<file path="src/sv/ames_pkg.sv">
// shared types and codes for the adjacency matrix edge store
// no dependencies; imported by every module of the block
package ames_pkg;

    localparam int CMD_W    = 3;
    localparam int VTX_W    = 6;
    localparam int WEIGHT_W = 32;
    localparam int DEGREE_W = 7;
    localparam int VCOUNT_W = 7;
    localparam int ECOUNT_W = 13;
    localparam int STATUS_W = 2;
    localparam int QUEUE_DEPTH = 4;

    localparam logic [CMD_W-1:0] CMD_ADD_VERTEX = 3'd0;
    localparam logic [CMD_W-1:0] CMD_CHECK_EDGE = 3'd1;
    localparam logic [CMD_W-1:0] CMD_SET_EDGE   = 3'd2;
    localparam logic [CMD_W-1:0] CMD_GET_EDGE   = 3'd3;
    localparam logic [CMD_W-1:0] CMD_IN_DEGREE  = 3'd4;
    localparam logic [CMD_W-1:0] CMD_OUT_DEGREE = 3'd5;

    localparam logic [STATUS_W-1:0] ST_OK     = 2'd0;
    localparam logic [STATUS_W-1:0] ST_RANGE  = 2'd1;
    localparam logic [STATUS_W-1:0] ST_FULL   = 2'd2;
    localparam logic [STATUS_W-1:0] ST_ABSENT = 2'd3;

    typedef enum logic [2:0] {
        OP_NONE,
        OP_ADD,
        OP_CHECK,
        OP_SET,
        OP_GET,
        OP_IN,
        OP_OUT
    } op_t;

    typedef struct packed {
        op_t                 op;
        logic [STATUS_W-1:0] status;
        logic [VTX_W-1:0]    row;
        logic [VTX_W-1:0]    column;
        logic [WEIGHT_W-1:0] weight;
    } item_t;

endpackage

</file>
<file path="src/sv/ames_queue.sv">
// short command queue between the front end and the execution back end
// depends on ames_pkg for the queued item type
module ames_queue
    import ames_pkg::*;
(
    input  logic  clk,
    input  logic  rst_n,
    input  logic  push,
    input  item_t push_item,
    input  logic  pop,
    output item_t head,
    output logic  empty,
    output logic  full
);

    localparam int PTR_W = $clog2(QUEUE_DEPTH);
    localparam int CNT_W = $clog2(QUEUE_DEPTH + 1);

    item_t            slot_reg [QUEUE_DEPTH];
    logic [PTR_W-1:0] wr_ptr_reg;
    logic [PTR_W-1:0] rd_ptr_reg;
    logic [CNT_W-1:0] count_reg;

    assign head  = slot_reg[rd_ptr_reg];
    assign empty = (count_reg == '0);
    assign full  = (count_reg == CNT_W'(QUEUE_DEPTH));

    always_ff @(posedge clk)
    begin
        if (push)
        begin
            slot_reg[wr_ptr_reg] <= push_item;
        end
    end

    always_ff @(posedge clk or negedge rst_n)
    begin
        if (!rst_n)
        begin
            wr_ptr_reg <= '0;
            rd_ptr_reg <= '0;
            count_reg  <= '0;
        end
        else
        begin
            if (push)
            begin
                wr_ptr_reg <= (wr_ptr_reg == PTR_W'(QUEUE_DEPTH - 1)) ? '0 : wr_ptr_reg + 1'b1;
            end
            if (pop)
            begin
                rd_ptr_reg <= (rd_ptr_reg == PTR_W'(QUEUE_DEPTH - 1)) ? '0 : rd_ptr_reg + 1'b1;
            end
            if (push && !pop)
            begin
                count_reg <= count_reg + 1'b1;
            end
            else if (pop && !push)
            begin
                count_reg <= count_reg - 1'b1;
            end
        end
    end

endmodule

</file>
<file path="config.mk">
export PLATFORM = sky130hd
export DESIGN_NAME = ames_queue
export DESIGN_NICKNAME = d
export VERILOG_FILES = /design/src/sv/ames_pkg.sv /design/src/sv/ames_queue.sv
export SDC_FILE = /design/constraint.sdc
export NUM_CORES = 1
export LEC_CHECK = 0
export BUFFER_PORTS_ARGS = -buffer_cell sky130_fd_sc_hd__buf_4
export CORE_MARGIN = 8
export CORE_UTILIZATION = 28
export DETAILED_ROUTE_END_ITERATION = 16
export MAX_ROUTING_LAYER = met4
export PLACE_DENSITY = 0.54
export SYNTH_ARGS = -nofsm -noshare
export SYNTH_HDL_FRONTEND = slang
export SYNTH_SLANG_ARGS = --single-unit
</file>
<file path="constraint.sdc">
create_clock -name clk -period 5.8 [get_ports clk]
set_input_delay 0.58 -clock clk [delete_from_list [all_inputs] [get_ports clk]]
set_output_delay 0.58 -clock clk [all_outputs]
set_load 0.01 [all_outputs]
</file>
==> key figures <==
Status
  – Status: finished clean

Power and ir drop
  – Sequential share of power: 0.443
  – Peak VDD IR: roughly 0.28 mV
  – Clock power frac: 0.286
  – Pwr Density: ~490 nW/um^2
  – Int Pwr: 0.00337 W
  – Sw frac: 0.271
  – Leakage power: between 3 and 4 nW
  – P_sw: about 0.0013 W
  – Combinational share of power: 0.271

Clock network
  – Clock tree buffer depth: 3
  – Clk slew on worst S/H paths: approximately 0.060 ns
  – H-Tree Depth: 1
  – Hold_buf cts: 1
  – CTS tree: yes
  – Post-CTS setup buffer count: 0
  – CTS root buf: clkbuf_16
  – # resized after CTS: 0
  – Cts bufs inserted: 22
  – Clock Latency Late Sink: 0.49 ns
  – Clk sinks: slightly above 200

Layout
  – Area delta synth->final: 24.0%
  – Finished Layout Cells: 772
  – Max reg flops: approximately 200
  – Fin nets: about 480
  – Fin util: 0.350
  – Layout cells sized above 1: 0.451

STA
  – Slew Limit Fails: 0
  – Final Cycle Share: 0.524
  – Final hold vios: 0
  – Max Clk Rate: between 300 and 400 MHz
  – Hold slack final: between 0.2 and 0.3 ns
  – Skew final: between 0.01 and 0.015 ns
  – Setup tns final: 0 ns
  – Post-layout min period: between 3 and 4 ns
  – # setup viols final: 0
  – Slew @ Worst Pin: between 1 and 1.5 ns
  – Slew headroom: 0.287
  – RSZ-0062 raised after global routing: no

Global route
  – Number of global-route vias before repair: about 4000
  – Initial antenna violation count: 1
  – First-pass GRT wire length: between 20000 and 25000 um
  – GRT Util Overall: 0.0940
  – GRT Residual Overflow: 0
  – Largest net degree at the start of global routing: 53

Route
  – Total number of vias: between 3000 and 4000
  – Wirelength, routed: around 15000 um
  – Post-route ant nets: 0
  – Vias per cell: between 4 and 5
  – DR DRC count: 0
  – DR WL/cell: around 19 um
  – Iteration-0 DRC Markers: approximately 120
  – Pre-antenna DRT Iters: 4

Floorplan
  – Core box area: ~27000 sq um
  – DIE AREA: roughly 32000 sq um
  – Site Rows: 60
  – Initial Util: 0.282
  – Boundary pin count: ~100
  – Die Height: about 180 um
  – Die width: about 180 um

Place
  – Routability-driven placement congestion ratio: between 0.6 and 0.7
  – Port-buffer cells: between 100 and 150
  – Placed insts: about 730
  – Hpwl dp: 8750 um

Hold path
  – HP Class: input pin to register

Worst setup path
  – Worst setup EP type: output port
  – Setup CP Type: register to output port
  – Max Fanout on Critical Path: 52
  – Worst EP required: 5.22 ns
  – Reg2reg setup slack: 3.64 ns
  – Crit path DAT: approximately 2.5 ns
  – Worst setup SP type: register

Synthesis
  – Mapped Nets: ~350
  – Mapped cell area: approximately 7500 sq um
  – Syn Area/Cell: around 26 sq um
  – Cells after Synth: around 290
  – Ys Warns: 0
  – Sequential area share after synthesis: 0.803
  – Flops & latches, synth: approximately 200
  – Yosys cell types: 20

Flow run
  – Max_cap viols: 0
[Yosys cell counts, drive strengths merged]
library cell	count	area, sq um
xor2	2	17.5
buf	11	136
nor3b	1	7.51
mux2	3	33.8
edfxtp	196	5890
and2	4	25.0
nand2	2	7.51
inv	4	15.0
o21ai	2	10.0
nor3	1	5.00
nor2	3	11.3
ha	6	75.1
xnor2	1	8.76
clkbuf	1	3.75
mux4	49	1110
fa	1	20.0
dfrtp	7	175
[cell type report]
cell class / count / area (sq um)
repair buffers: 109 / 821
diodes: 1 / 2.50
clock inverters: 10 / 95.1
fillers: 2480 / 17400
multi-input cells: 75 / 1330
clock buffers: 29 / 598
well taps: 341 / 427
inverters: 4 / 15.0
flip-flops and latches: 203 / 6070
[power by group through the flow]
stage	sequential (W)	clock (W)	combinational, W
CTS	0.00207	0.00138	0.00131
finish	0.00205	0.00132	0.00125
global placement	0.00208	0	0.00129
detailed placement	0.00210	0	0.00130
floorplan	0.00197	0	0.000888
global route	0.00210	0.00142	0.00137
[critical path, cell delays in order (launching register included)]
cell	delay [ns]
dfrtp_4	1.13
mux4_1	0.67
buf_4	0.17
[layer usage]
layer | GRT usage | share of wire
met4 | 0.0225 | 0.023
met1 | 0.104 | 0.40
met5 | - | 0
met3 | 0.0274 | 0.061
met2 | 0.166 | 0.52
[metrics by stage]
step | setup WS, ns | cell area, sq um | power [W]
finish | 2.76 | 9360 | 0.00463
floorplan | 3.60 | 7540 | 0.00285
global placement | 3.19 | 8650 | 0.00337
CTS | 2.62 | 9360 | 0.00475
detailed placement | 3.17 | 8650 | 0.00340
global route | 2.53 | 9360 | 0.00489
[cells by family (layout without fill, tap and decap cells)]
| logic type | count (synthesis) | in the layout | share of synthesized area |
|---|---|---|---|
| compound gates | 2 | 2 | 0.00133 |
| xor+xnor | 3 | 3 | 0.00348 |
| fa+ha+maj | 7 | 7 | 0.0126 |
| buf+inv | 16 | 152 | 0.0206 |
| flops | 203 | 203 | 0.803 |
| mux | 52 | 52 | 0.151 |
| other cells | 0 | 1 | 0 |
| simple gates | 11 | 11 | 0.00746 |
[placed cells by master, fill, tap and decap left out, types with 3 or more instances in the layout]
master,n
edfxtp_1,196
clkbuf_16,23
dfrtp_1,5
clkinv_2,4
buf_4,108
nor2_1,3
clkinv_1,4
clkbuf_1,6
ha_1,6
mux4_2,48
and2_2,4
mux2_2,3
inv_1,4
[path summary, 6_finish.rpt]
kind,from,depth (start not counted),endpoint
max in group asynchronous,rst_n,2,rd_ptr_reg[0]$_DFFE_PN0P_
worst min-delay path,push_item[25],1,slot_reg[1][25]$_DFFE_PP_
min in group asynchronous,rst_n,2,count_reg[1]$_DFFE_PN0P_
worst max-delay path,rd_ptr_reg[0]$_DFFE_PN0P_,2,head[30]
worst min register to register,count_reg[2]$_DFFE_PN0P_,1,count_reg[2]$_DFFE_PN0P_
worst max register to register,wr_ptr_reg[0]$_DFFE_PN0P_,4,slot_reg[0][32]$_DFFE_PP_
Note: power is estimated with default switching activity, not from simulation.
