File: config.mk
export PLATFORM = sky130hd
export DESIGN_NAME = ames_front
export DESIGN_NICKNAME = d
export VERILOG_FILES = /design/src/sv/ames_pkg.sv /design/src/sv/ames_front.sv
export SDC_FILE = /design/constraint.sdc
export NUM_CORES = 1
export LEC_CHECK = 0
export BUFFER_PORTS_ARGS = -buffer_cell sky130_fd_sc_hd__buf_2
export CAP_MARGIN = 15
export CORE_MARGIN = 1.5
export CORE_UTILIZATION = 37
export DETAILED_ROUTE_END_ITERATION = 16
export PLACE_DENSITY = 0.83
export SYNTH_ARGS = -nofsm -noshare
export SYNTH_HDL_FRONTEND = slang
export SYNTH_SLANG_ARGS = --single-unit
File: constraint.sdc
create_clock -name clk -period 1.7 [get_ports clk]
set_input_delay 0 -clock clk [delete_from_list [all_inputs] [get_ports clk]]
set_output_delay 0 -clock clk [all_outputs]
set_load 0.01 [all_outputs]
File: src/sv/ames_pkg.sv
// shared types and codes for the adjacency matrix edge store
// no dependencies; imported by every module of the block
package ames_pkg;

    localparam int CMD_W    = 3;
    localparam int VTX_W    = 6;
    localparam int WEIGHT_W = 32;
    localparam int DEGREE_W = 7;
    localparam int VCOUNT_W = 7;
    localparam int ECOUNT_W = 13;
    localparam int STATUS_W = 2;
    localparam int QUEUE_DEPTH = 4;

    localparam logic [CMD_W-1:0] CMD_ADD_VERTEX = 3'd0;
    localparam logic [CMD_W-1:0] CMD_CHECK_EDGE = 3'd1;
    localparam logic [CMD_W-1:0] CMD_SET_EDGE   = 3'd2;
    localparam logic [CMD_W-1:0] CMD_GET_EDGE   = 3'd3;
    localparam logic [CMD_W-1:0] CMD_IN_DEGREE  = 3'd4;
    localparam logic [CMD_W-1:0] CMD_OUT_DEGREE = 3'd5;

    localparam logic [STATUS_W-1:0] ST_OK     = 2'd0;
    localparam logic [STATUS_W-1:0] ST_RANGE  = 2'd1;
    localparam logic [STATUS_W-1:0] ST_FULL   = 2'd2;
    localparam logic [STATUS_W-1:0] ST_ABSENT = 2'd3;

    typedef enum logic [2:0] {
        OP_NONE,
        OP_ADD,
        OP_CHECK,
        OP_SET,
        OP_GET,
        OP_IN,
        OP_OUT
    } op_t;

    typedef struct packed {
        op_t                 op;
        logic [STATUS_W-1:0] status;
        logic [VTX_W-1:0]    row;
        logic [VTX_W-1:0]    column;
        logic [WEIGHT_W-1:0] weight;
    } item_t;

endpackage

File: src/sv/ames_front.sv
// front end: accepts commands, range checks them and tracks the vertex count
// depends on ames_pkg; feeds ames_queue
module ames_front
    import ames_pkg::*;
#(
    parameter int MAX_VERTICES = 64
)
(
    input  logic              clk,
    input  logic              rst_n,
    input  logic              in_valid,
    output logic              in_ready,
    input  logic [CMD_W-1:0]  command,
    input  logic [VTX_W-1:0]  row,
    input  logic [VTX_W-1:0]  column,
    input  logic [WEIGHT_W-1:0] weight,
    input  logic              q_full,
    input  logic              clear_done,
    output logic              push,
    output item_t             item
);

    localparam int VC_W  = $clog2(MAX_VERTICES + 1);
    localparam int CMP_W = (VC_W > VTX_W) ? VC_W : VTX_W;
    localparam logic [VC_W-1:0] VC_MAX = VC_W'(MAX_VERTICES);

    logic [VC_W-1:0] vc_reg;
    logic [VC_W-1:0] vc_next;
    logic            row_ok;
    logic            col_ok;
    op_t             op;
    logic [STATUS_W-1:0] status;

    assign in_ready = !q_full && clear_done;
    assign push     = in_valid && in_ready;

    assign row_ok = CMP_W'(row) < CMP_W'(vc_reg);
    assign col_ok = CMP_W'(column) < CMP_W'(vc_reg);

    always_comb
    begin
        op      = OP_NONE;
        status  = ST_OK;
        vc_next = vc_reg;
        unique case (command) inside
            CMD_ADD_VERTEX:
            begin
                if (vc_reg == VC_MAX)
                begin
                    status = ST_FULL;
                end
                else
                begin
                    op      = OP_ADD;
                    vc_next = vc_reg + 1'b1;
                end
            end
            CMD_CHECK_EDGE, CMD_SET_EDGE, CMD_GET_EDGE:
            begin
                if (row_ok && col_ok)
                begin
                    op = (command == CMD_CHECK_EDGE) ? OP_CHECK :
                         (command == CMD_SET_EDGE)   ? OP_SET : OP_GET;
                end
                else
                begin
                    status = ST_RANGE;
                end
            end
            CMD_IN_DEGREE:
            begin
                if (col_ok)
                begin
                    op = OP_IN;
                end
                else
                begin
                    status = ST_RANGE;
                end
            end
            CMD_OUT_DEGREE:
            begin
                if (row_ok)
                begin
                    op = OP_OUT;
                end
                else
                begin
                    status = ST_RANGE;
                end
            end
            default:
            begin
                op = OP_NONE;
            end
        endcase
    end

    assign item.op     = op;
    assign item.status = status;
    assign item.row    = row;
    assign item.column = column;
    assign item.weight = weight;

    always_ff @(posedge clk or negedge rst_n)
    begin
        if (!rst_n)
        begin
            vc_reg <= '0;
        end
        else if (push)
        begin
            vc_reg <= vc_next;
        end
    end

endmodule

==> results.yml, run 1 <==
run_status:
  status: "finished with violations"
  violations: "negative setup slack"
sta:
  setup_viol: 4
  rsz0062_at_grt: "true"
  fin_crit_ps: 1820
  final_max_slew_viol_count: 0
  fin_skew_ps: 0.533
  fmax_mhz: 549
  hold_viol: 0
  slew_headroom_pct: 82.7
  worst_slack_ps: -121
  finalCritPeriodShare_pct: 107
  tightest_slew_ps: 257
  setup_tns_ps: -433
route:
  wire_per_inst_um: 12.5
  wl_met3_um: 163
  dr_wl_met2_mm: 1.14
  viasPerCell: 5.03
  ant_nets: 0
  dr.pass1.iters: 4
  routed_wl_mm: 2.15
  top_layer: "met4"
  vias: 866
  wl_met1_um: 820
  drtIter0Drc: 14
  drcViolationCount: 0
worst_setup_path:
  path_class: "flip-flop to output pin"
  critPathLaunch: "vc_reg[4]$_DFFE_PN0P_"
  cp_slowest_cell: "dfrtp_1"
  critPathCapture: "item[48]"
  r2r_cells: 8
  crit_family: "flip-flops"
  r2r-end: "vc_reg[3]$_DFFE_PN0P_"
  cp.depth: 7
  start_kind: "flip-flop"
  crit_arrival_ps: 1820
  r2r_slack_ps: 190
  crit_path_max_incr_delay_ps: 390
  critPathRequiredTime_ps: 1700
  critPathMaxFanout: 3
  crit_buf_inv: 2
  r2r-start: "vc_reg[5]$_DFFE_PN0P_"
  crit_path_end_kind: "output pin"
  crit_chain: "inv_2 > ha_4 > and4b_1 > a21oi_2 > nand2_2 > o32ai_2 > buf_2"
synthesis:
  synth_warnings: 0
  yosys.area_share.simple_pct: 19.5
  synthCells: 129
  synth_flop_cell: "dfrtp_1"
  avgSynthCellArea_um2: 8.52
  synth_mux_area_share_pct: 0
  ys_seq_area_share_pct: 15.9
  synth_edf_count: 0
  synth_top_family_by_area: "buffers and inverters"
  synth_area_mm2: 0.00110
  synthXorXnorAreaFrac_pct: 4.78
  synth_nets: 193
  async_flop_share_pct: 100
  synth-seq-cells: 7
  synth_fa_ha_area_share_pct: 13.7
  synth-compound-area-share_pct: 12.3
  yosysUniqueCellTypes: 34
placed_design:
  numPortBuffers: 38
  pre_cts_slack_ps: 2.79
  gpl.final_weighted_congestion: 0.839
  dp_hpwl_mm: 1.60
flow_run:
  maxCapViolCount: 0
clock_tree:
  clk_pin_slew_ps: 50
  cts_root_buf: "clkbuf_4"
  clk_latency_ps: 250
  clock_sinks: 7
  ctsLongestPathBuffers: 2
  cts_tree: "built"
  htreeDepth: 1
  cts_buffers: 3
grt:
  grt_use_total_pct: 13.0
  gr-total-overflow: 0
  grt_pass1_vias: 814
  grt_pass1_wl_mm: 3.38
  antenna_found_initial: 0
  grt_max_degree: 8
floorplanning:
  die_y_um: 57.5
  die_w_um: 57.5
  fp-row-count: 19
  ios: 103
  core_mm2: 0.00278
  initial_core_util_pct: 39.5
  design.die.area_mm2: 0.00331
pwr:
  ir_drop_mv: 0.496
  pwr_density_cell_mw_per_mm2: 767
  leakage_uw: 0.000583
  finalPower_uw: 990
finish:
  nets: 206
  synthToLayoutAreaGrowth_pct: 17.4
  antenna_cells: 0
  layout-drive-gt1-share_pct: 65.2
  fin_util_pct: 46.4
  largest_register_ff_count: 7
min_path:
  hold_depth: 0
  holdCritPathClass: "primary input to output pin"
==> Yosys cell counts, drive strengths merged (2+ instances only) <==
cell type  number  area [um^2]
a21oi          10         65.1
buf            45          342
dfrtp           7          175
nand4           4         25.0
nand3           2         10.0
xnor2           6         52.6
nor2            4         22.5
o21ai           5         25.0
nor2b           3         18.8
inv             8         30.0
and4b           2         23.8
nand2           7         31.3
nor4            2         18.8
ha             12          150
==> final cells by class <==
| class | instances | area, um^2 |
|---|---|---|
| inverters | 8 | 30.0 |
| repair buffers | 53 | 315 |
| multi-input cells | 69 | 702 |
| fillers | 254 | 1490 |
| flip-flops and latches | 7 | 178 |
| well taps | 31 | 38.8 |
| clock buffers | 4 | 26.3 |
==> placed cells by master (no fill, tap or decap), drive strengths merged <==
cell type,n
a211oi,1
a21oi,10
and2,1
and3,1
and3b,1
and4b,2
buf,52
clkbuf,4
dfrtp,7
dlygate4sd3,1
ha,12
inv,8
nand2,7
nand2b,1
nand3,2
nand4,4
nor2,4
nor2b,3
nor3,1
nor4,2
nor4b,1
o211a,1
o21ai,5
o221a,1
o31ai,1
o32ai,1
or3,1
xnor2,6
==> power breakdown <==
group | internal, uW | switching [uW]
combinational | 291 | 309
sequential | 205 | 30.2
clock | 89.8 | 65.0
total | 586 | 404
==> metal layers <==
| layer | track usage (%) | up-vias |
|---|---|---|
| met2 | 23.7 | 34 |
| li1 | - | 422 |
| met5 | 0 | - |
| met1 | 14.4 | 405 |
| met3 | 2.72 | 5 |
| met4 | 5.32 | 0 |
==> worst min path at each step <==
stage / end / startpoint
global route: item[0] / weight[0]
global placement: vc_reg[1]$_DFFE_PN0P_ / rst_n
floorplan: vc_reg[0]$_DFFE_PN0P_ / rst_n
CTS: item[10] / weight[10]
detailed placement: vc_reg[1]$_DFFE_PN0P_ / rst_n
finish: item[6] / weight[6]
==> logic make-up (layout without fill, tap and decap cells) <==
| family | count (synthesis) | count (layout) |
|---|---|---|
| buffers and inverters | 53 | 65 |
| AND/OR/NAND/NOR | 31 | 31 |
| AO/OA/AOI/OAI | 20 | 20 |
| adder cells (fa/ha/maj) | 12 | 12 |
| flip-flops | 7 | 7 |
| XOR/XNOR | 6 | 6 |
==> stage by stage <==
| stage | hold WS [ps] | area (um^2) | instances |
|---|---|---|---|
| 2_1_floorplan | -296 | 1100 | 129 |
| 3_3_place_gp | -159 | 1020 | 158 |
| 3_5_place_dp | -153 | 1020 | 158 |
| 4_1_cts | 0.0686 | 1260 | 171 |
| 5_1_grt | 0.0150 | 1290 | 172 |
| 6_report | 0.00348 | 1290 | 172 |
==> repair_timing <==
action                                 in CTS  in global routing
pin swaps                                  11                 12
setup endpoints to repair                   4                  9
hold buffers                                1                  0
resized for setup                          25                  7
setup buffers                               8                  3
endpoints found under the hold margin       7                  0
No activity file was read; power rests on OpenSTA's default activity.
==> run 2: changes to the inputs <==
--- a/config.mk
+++ b/config.mk
@@ -7,10 +7,10 @@
 export LEC_CHECK = 0
 export BUFFER_PORTS_ARGS = -buffer_cell sky130_fd_sc_hd__buf_2
 export CAP_MARGIN = 15
-export CORE_MARGIN = 1.5
+export CORE_MARGIN = 5
 export CORE_UTILIZATION = 37
 export DETAILED_ROUTE_END_ITERATION = 16
-export PLACE_DENSITY = 0.83
+export PLACE_DENSITY_LB_ADDON = 0.3
 export SYNTH_ARGS = -nofsm -noshare
 export SYNTH_HDL_FRONTEND = slang
 export SYNTH_SLANG_ARGS = --single-unit
==> run 2 against run 1 <==
Net effect:
- the run still ends with negative setup slack left
- first-iteration DRC count is 43% higher
- final area down 3.7%
- via count grew 0.81%
- global-route usage shrank 1.0 points
==> results.yml, run 2 (synthesis results as in run 1) <==
route:
  vias: 873
  routed_wl_mm: 2.42
  drcViolationCount: 0
  viasPerCell: 5.20
  dr.pass1.iters: 4
  wire_per_inst_um: 14.4
  ant_nets: 0
  drtIter0Drc: 20
sta:
  slew_headroom_pct: 81.9
  worst_slack_ps: -147
  whs_ps: 0.00444
  final_max_slew_viol_count: 0
  setup_viol: 4
  fin_skew_ps: 2.02
  tightest_slew_ps: 272
  rsz0062_at_grt: "true"
  fmax_mhz: 542
  finalCritPeriodShare_pct: 109
  fin_crit_ps: 1850
  hold_viol: 0
clock_tree:
  ctsLongestPathBuffers: 2
  clock_sinks: 7
  cts_buffers: 3
  cts_root_buf: "clkbuf_4"
  clk_pin_slew_ps: 60
  cts_tree: "built"
  htreeDepth: 1
  clk_latency_ps: 260
worst_setup_path:
  crit_chain: "inv_2 > ha_4 > and4b_1 > a21oi_2 > nand2_2 > o32ai_2 > buf_2"
  path_class: "flip-flop to output pin"
  critPathMaxFanout: 3
  crit_family: "flip-flops"
  crit_path_end_kind: "output pin"
  start_kind: "flip-flop"
  crit_buf_inv: 2
  cp_slowest_cell: "dfrtp_1"
  crit_arrival_ps: 1850
  critPathRequiredTime_ps: 1700
  crit_path_max_incr_delay_ps: 400
  cp.depth: 7
  r2r_cells: 7
finish:
  nets: 202
  synthToLayoutAreaGrowth_pct: 13.1
  layout-drive-gt1-share_pct: 62.0
  antenna_cells: 0
  largest_register_ff_count: 7
  nFillCells: 273
  layout_common_cells: "36 x buf_2, 10 x buf_4, 8 x a21oi_2"
  final_common_cell: "buf_2"
  fin_util_pct: 44.3
  final_area_mm2: 0.00124
floorplanning:
  fp-row-count: 19
  initial_core_util_pct: 39.2
  design.die.area_mm2: 0.00416
  core_mm2: 0.00281
  die_w_um: 64.5
  die_y_um: 64.5
  ios: 103
min_path:
  hold_depth: 0
  holdCritPathClass: "primary input to output pin"
flow_run:
  maxCapViolCount: 0
pwr:
  ir_drop_mv: 0.360
  leakage_uw: 0.000564
  finalPower_uw: 947
  pwr_density_cell_mw_per_mm2: 762
placed_design:
  place_area_mm2: 0.00102
  dp_hpwl_mm: 1.87
  pre_cts_slack_ps: 13.3
  numPortBuffers: 38
  gpl.final_weighted_congestion: 0.750
run_status:
  status: "finished with violations"
  violations: "negative setup slack"
grt:
  gr-total-overflow: 0
  grt_pass1_vias: 871
  grt_use_total_pct: 12.0
  grt_pass1_wl_mm: 3.93
  antenna_found_initial: 0
  grt_max_degree: 8
## run 2: cell count changes in the layout (fill, tap and decap cells not counted), moves of 2 or more
cell | previous run | this run
a21oi_2 | 5 | 8
buf_4 | 13 | 10
a21oi_4 | 3 | 1
dfrtp_1 | 5 | 7
dfrtp_2 | 2 | 0
## run 2: worst reg2reg max path: stages (launching register included)
cell and delay, ps:
dfrtp_1 430, inv_1 90, ha_1 210, and3_4 160
buf_4 140, nor2_4 170, nand4_1 140, xnor2_1 140
## run 2: per-layer routing
metal,routed length (um),GRT usage [%]
met2,1290,21.9
met1,826,11.8
met4,70,7.65
met3,232,3.45
met5,0,0
## run 2: timing repair
item | CTS | global route
setup endpoints to repair | 4 | 6
cloned | 0 | 0
pin swaps | 14 | 2
setup buffers | 5 | 1
endpoints found under the hold margin | 7 | 0
hold buffers | 1 | 0
resized for setup | 24 | 3
## run 2: final timing paths
path                                        from                    end  slack, ps
setup / recovery           vc_reg[4]$_DFFE_PN0P_               item[48]       -150
hold / removal                        weight[25]               item[25]      0.004
setup reg to reg           vc_reg[0]$_DFFE_PN0P_  vc_reg[4]$_DFFE_PN0P_        100
hold reg to reg            vc_reg[1]$_DFFE_PN0P_  vc_reg[1]$_DFFE_PN0P_        580
max in group asynchronous                  rst_n  vc_reg[3]$_DFFE_PN0P_       1450
min in group asynchronous                  rst_n  vc_reg[4]$_DFFE_PN0P_        100
## run 2: metrics by stage
| step | TNS (ps) | std cells |
|---|---|---|
| after floorplan | 0 | 129 |
| after global placement | 0 | 158 |
| after detailed placement | 0 | 158 |
| after CTS | -444 | 168 |
| after global routing | -847 | 168 |
| final | -477 | 168 |
## run 2: power breakdown
part           switching [uW]  internal, uW
clock                    74.3          90.4
combinational             292           255
sequential               33.2           203
## run 2: final cells by class
class / instances / area [um^2] / share of cell area [%]
Clock buffer: 4 / 26.3 / 2.11
Inverter: 8 / 30.0 / 2.42
Multi-Input combinational cell: 69 / 684 / 55.1
Sequential cell: 7 / 175 / 14.1
Tap cell: 31 / 38.8 / 3.12
Timing Repair Buffer: 49 / 288 / 23.2
==> run 3: changes to the inputs <==
--- a/config.mk
+++ b/config.mk
@@ -14,3 +14,4 @@
 export SYNTH_ARGS = -nofsm -noshare
 export SYNTH_HDL_FRONTEND = slang
 export SYNTH_SLANG_ARGS = --single-unit
+export TNS_END_PERCENT = 10
==> run 3 against run 2 <==
Net effect:
- the run still ends with negative setup slack left
- clock power hardly changed
- sequential share of layout area up 0.25 points
- maximum frequency increased by 0.53%
- sequential cell count unchanged
- final cell count stayed put
- register-to-register slack barely moved
- die area is the same
- wire length down 0.66%
- critical path type unchanged
- critical endpoint unchanged
==> results.yml, run 3 (synthesis results as in run 1) <==
sta:
  fin_skew_ps: 2.47
  worst_slack_ps: -137
  fmax_mhz: 544
  finalCritPeriodShare_pct: 108
  hold_viol: 0
  slew_headroom_pct: 82.8
  setup_tns_ps: -441
  rsz0062_at_grt: "true"
  final_max_slew_viol_count: 0
  setup_viol: 4
  tightest_slew_ps: 256
  fin_crit_ps: 1840
grt:
  grt_pass1_wl_mm: 3.93
  grt_pass1_vias: 871
  gr-total-overflow: 0
  grt_max_degree: 8
  antenna_found_initial: 0
  grt_use_total_pct: 12.0
finish:
  fin_cells: 168
  multiInputGateArea_um2: 669
  nFillCells: 277
  fin_util_pct: 43.5
  synthToLayoutAreaGrowth_pct: 11.2
  regArea_um2: 175
  largest_register_ff_count: 7
  final_common_cell: "buf_2"
  layout_common_cells: "37 x buf_2, 10 x buf_4, 8 x a21oi_2"
  nets: 202
  layout-drive-gt1-share_pct: 60.6
  antenna_cells: 0
placed_design:
  dp_hpwl_mm: 1.87
  numPortBuffers: 38
  place_inst: 158
  gpl.final_weighted_congestion: 0.750
  pre_cts_slack_ps: 13.3
route:
  routed_wl_mm: 2.40
  drcViolationCount: 0
  wire_per_inst_um: 14.3
  ant_nets: 0
  viasPerCell: 5.18
  dr.pass1.iters: 6
  drtIter0Drc: 13
  vias: 871
clock_tree:
  clk_pin_slew_ps: 60
  cts_root_buf: "clkbuf_4"
  cts_tree: "built"
  clock_sinks: 7
  htreeDepth: 1
  clk_latency_ps: 260
  cts_buffers: 3
  ctsLongestPathBuffers: 2
run_status:
  status: "finished with violations"
  violations: "negative setup slack"
floorplanning:
  core_mm2: 0.00281
  fp-row-count: 19
  die_y_um: 64.5
  die_w_um: 64.5
  ios: 103
  initial_core_util_pct: 39.2
  design.die.area_mm2: 0.00416
pwr:
  ir_drop_mv: 0.342
  internal_power_uw: 558
  p_clk_share_pct: 17.3
  leakage_uw: 0.000562
  comb_power_share_pct: 58.1
  switching_share_pct: 41.9
  pwr_density_cell_mw_per_mm2: 787
  p_switching_uw: 402
  seqPwrFrac_pct: 24.6
worst_setup_path:
  start_kind: "flip-flop"
  r2r_slack_ps: 100
  path_class: "flip-flop to output pin"
  critPathLaunch: "vc_reg[4]$_DFFE_PN0P_"
  crit_path_end_kind: "output pin"
  r2r_cells: 8
  r2r-start: "vc_reg[2]$_DFFE_PN0P_"
  critPathRequiredTime_ps: 1700
  critPathMaxFanout: 4
  crit_arrival_ps: 1840
  r2r-end: "vc_reg[4]$_DFFE_PN0P_"
flow_run:
  maxCapViolCount: 0
min_path:
  holdCritPathClass: "primary input to output pin"
  whs_endpoint: "item[25]"
  hold_path_startpoint: "weight[25]"
  hold_depth: 0
[run 3: cell count changes in the layout (fill, tap and decap cells not counted)]
cell,delta
and2_4,-1
buf_6,-1
and2_1,+1
ha_1,+1
ha_4,-1
buf_2,+1
[run 3: area by class of cell]
class                      count  area share, %
timing repair buffer          49           23.1
tap                           31           3.18
multi-input combinational     69           54.8
sequential                     7           14.3
clock buffer                   4           2.15
inverter                       8           2.46
[run 3: worst max path at each step]
stage | to | cells past startpoint
after floorplan | item[48] | 8
after global placement | item[48] | 8
after detailed placement | item[48] | 8
after CTS | item[48] | 9
after global routing | item[48] | 9
final | item[48] | 7
[run 3: power by group through the flow]
stage / logic, uW / registers (uW) / clock network [uW]
final: 559 / 236 / 166
after global routing: 620 / 242 / 177
after CTS: 555 / 237 / 173
after detailed placement: 428 / 236 / 0
after global placement: 416 / 236 / 0
after floorplan: 389 / 236 / 0
[run 3: metrics by stage]
| step | power (uW) | hold slack, ps | cell area, um^2 |
|---|---|---|---|
| floorplan | 625 | -296 | 1100 |
| global placement | 652 | -155 | 1020 |
| detailed placement | 665 | -155 | 1020 |
| CTS | 966 | 0.0686 | 1220 |
| global route | 1040 | 0.0151 | 1220 |
| finish | 961 | 0.00444 | 1220 |
[run 3: what timing repair did]
item	CTS	global route
pin swaps	14	1
hold endpoints to repair	7	0
resized for setup	24	0
setup buffers	5	0
cloned	0	0
endpoints found under the setup margin	4	6
hold buffers	1	0
[run 3: critical path, stage by stage (launching register included)]
cell and delay, ps:
dfrtp_1 400, inv_2 110, ha_1 250, and4b_4 190, a21oi_4 160, nand2_2 90
o32ai_2 200, buf_2 170
[run 3: per-layer routing]
metal | up-vias | share of wire, % | track usage [%]
met3 | 15 | 9.2 | 3.45
met2 | 38 | 53 | 21.9
met4 | 0 | 2.6 | 7.65
met5 | - | 0 | 0
li1 | 418 | - | -
met1 | 400 | 35 | 11.8
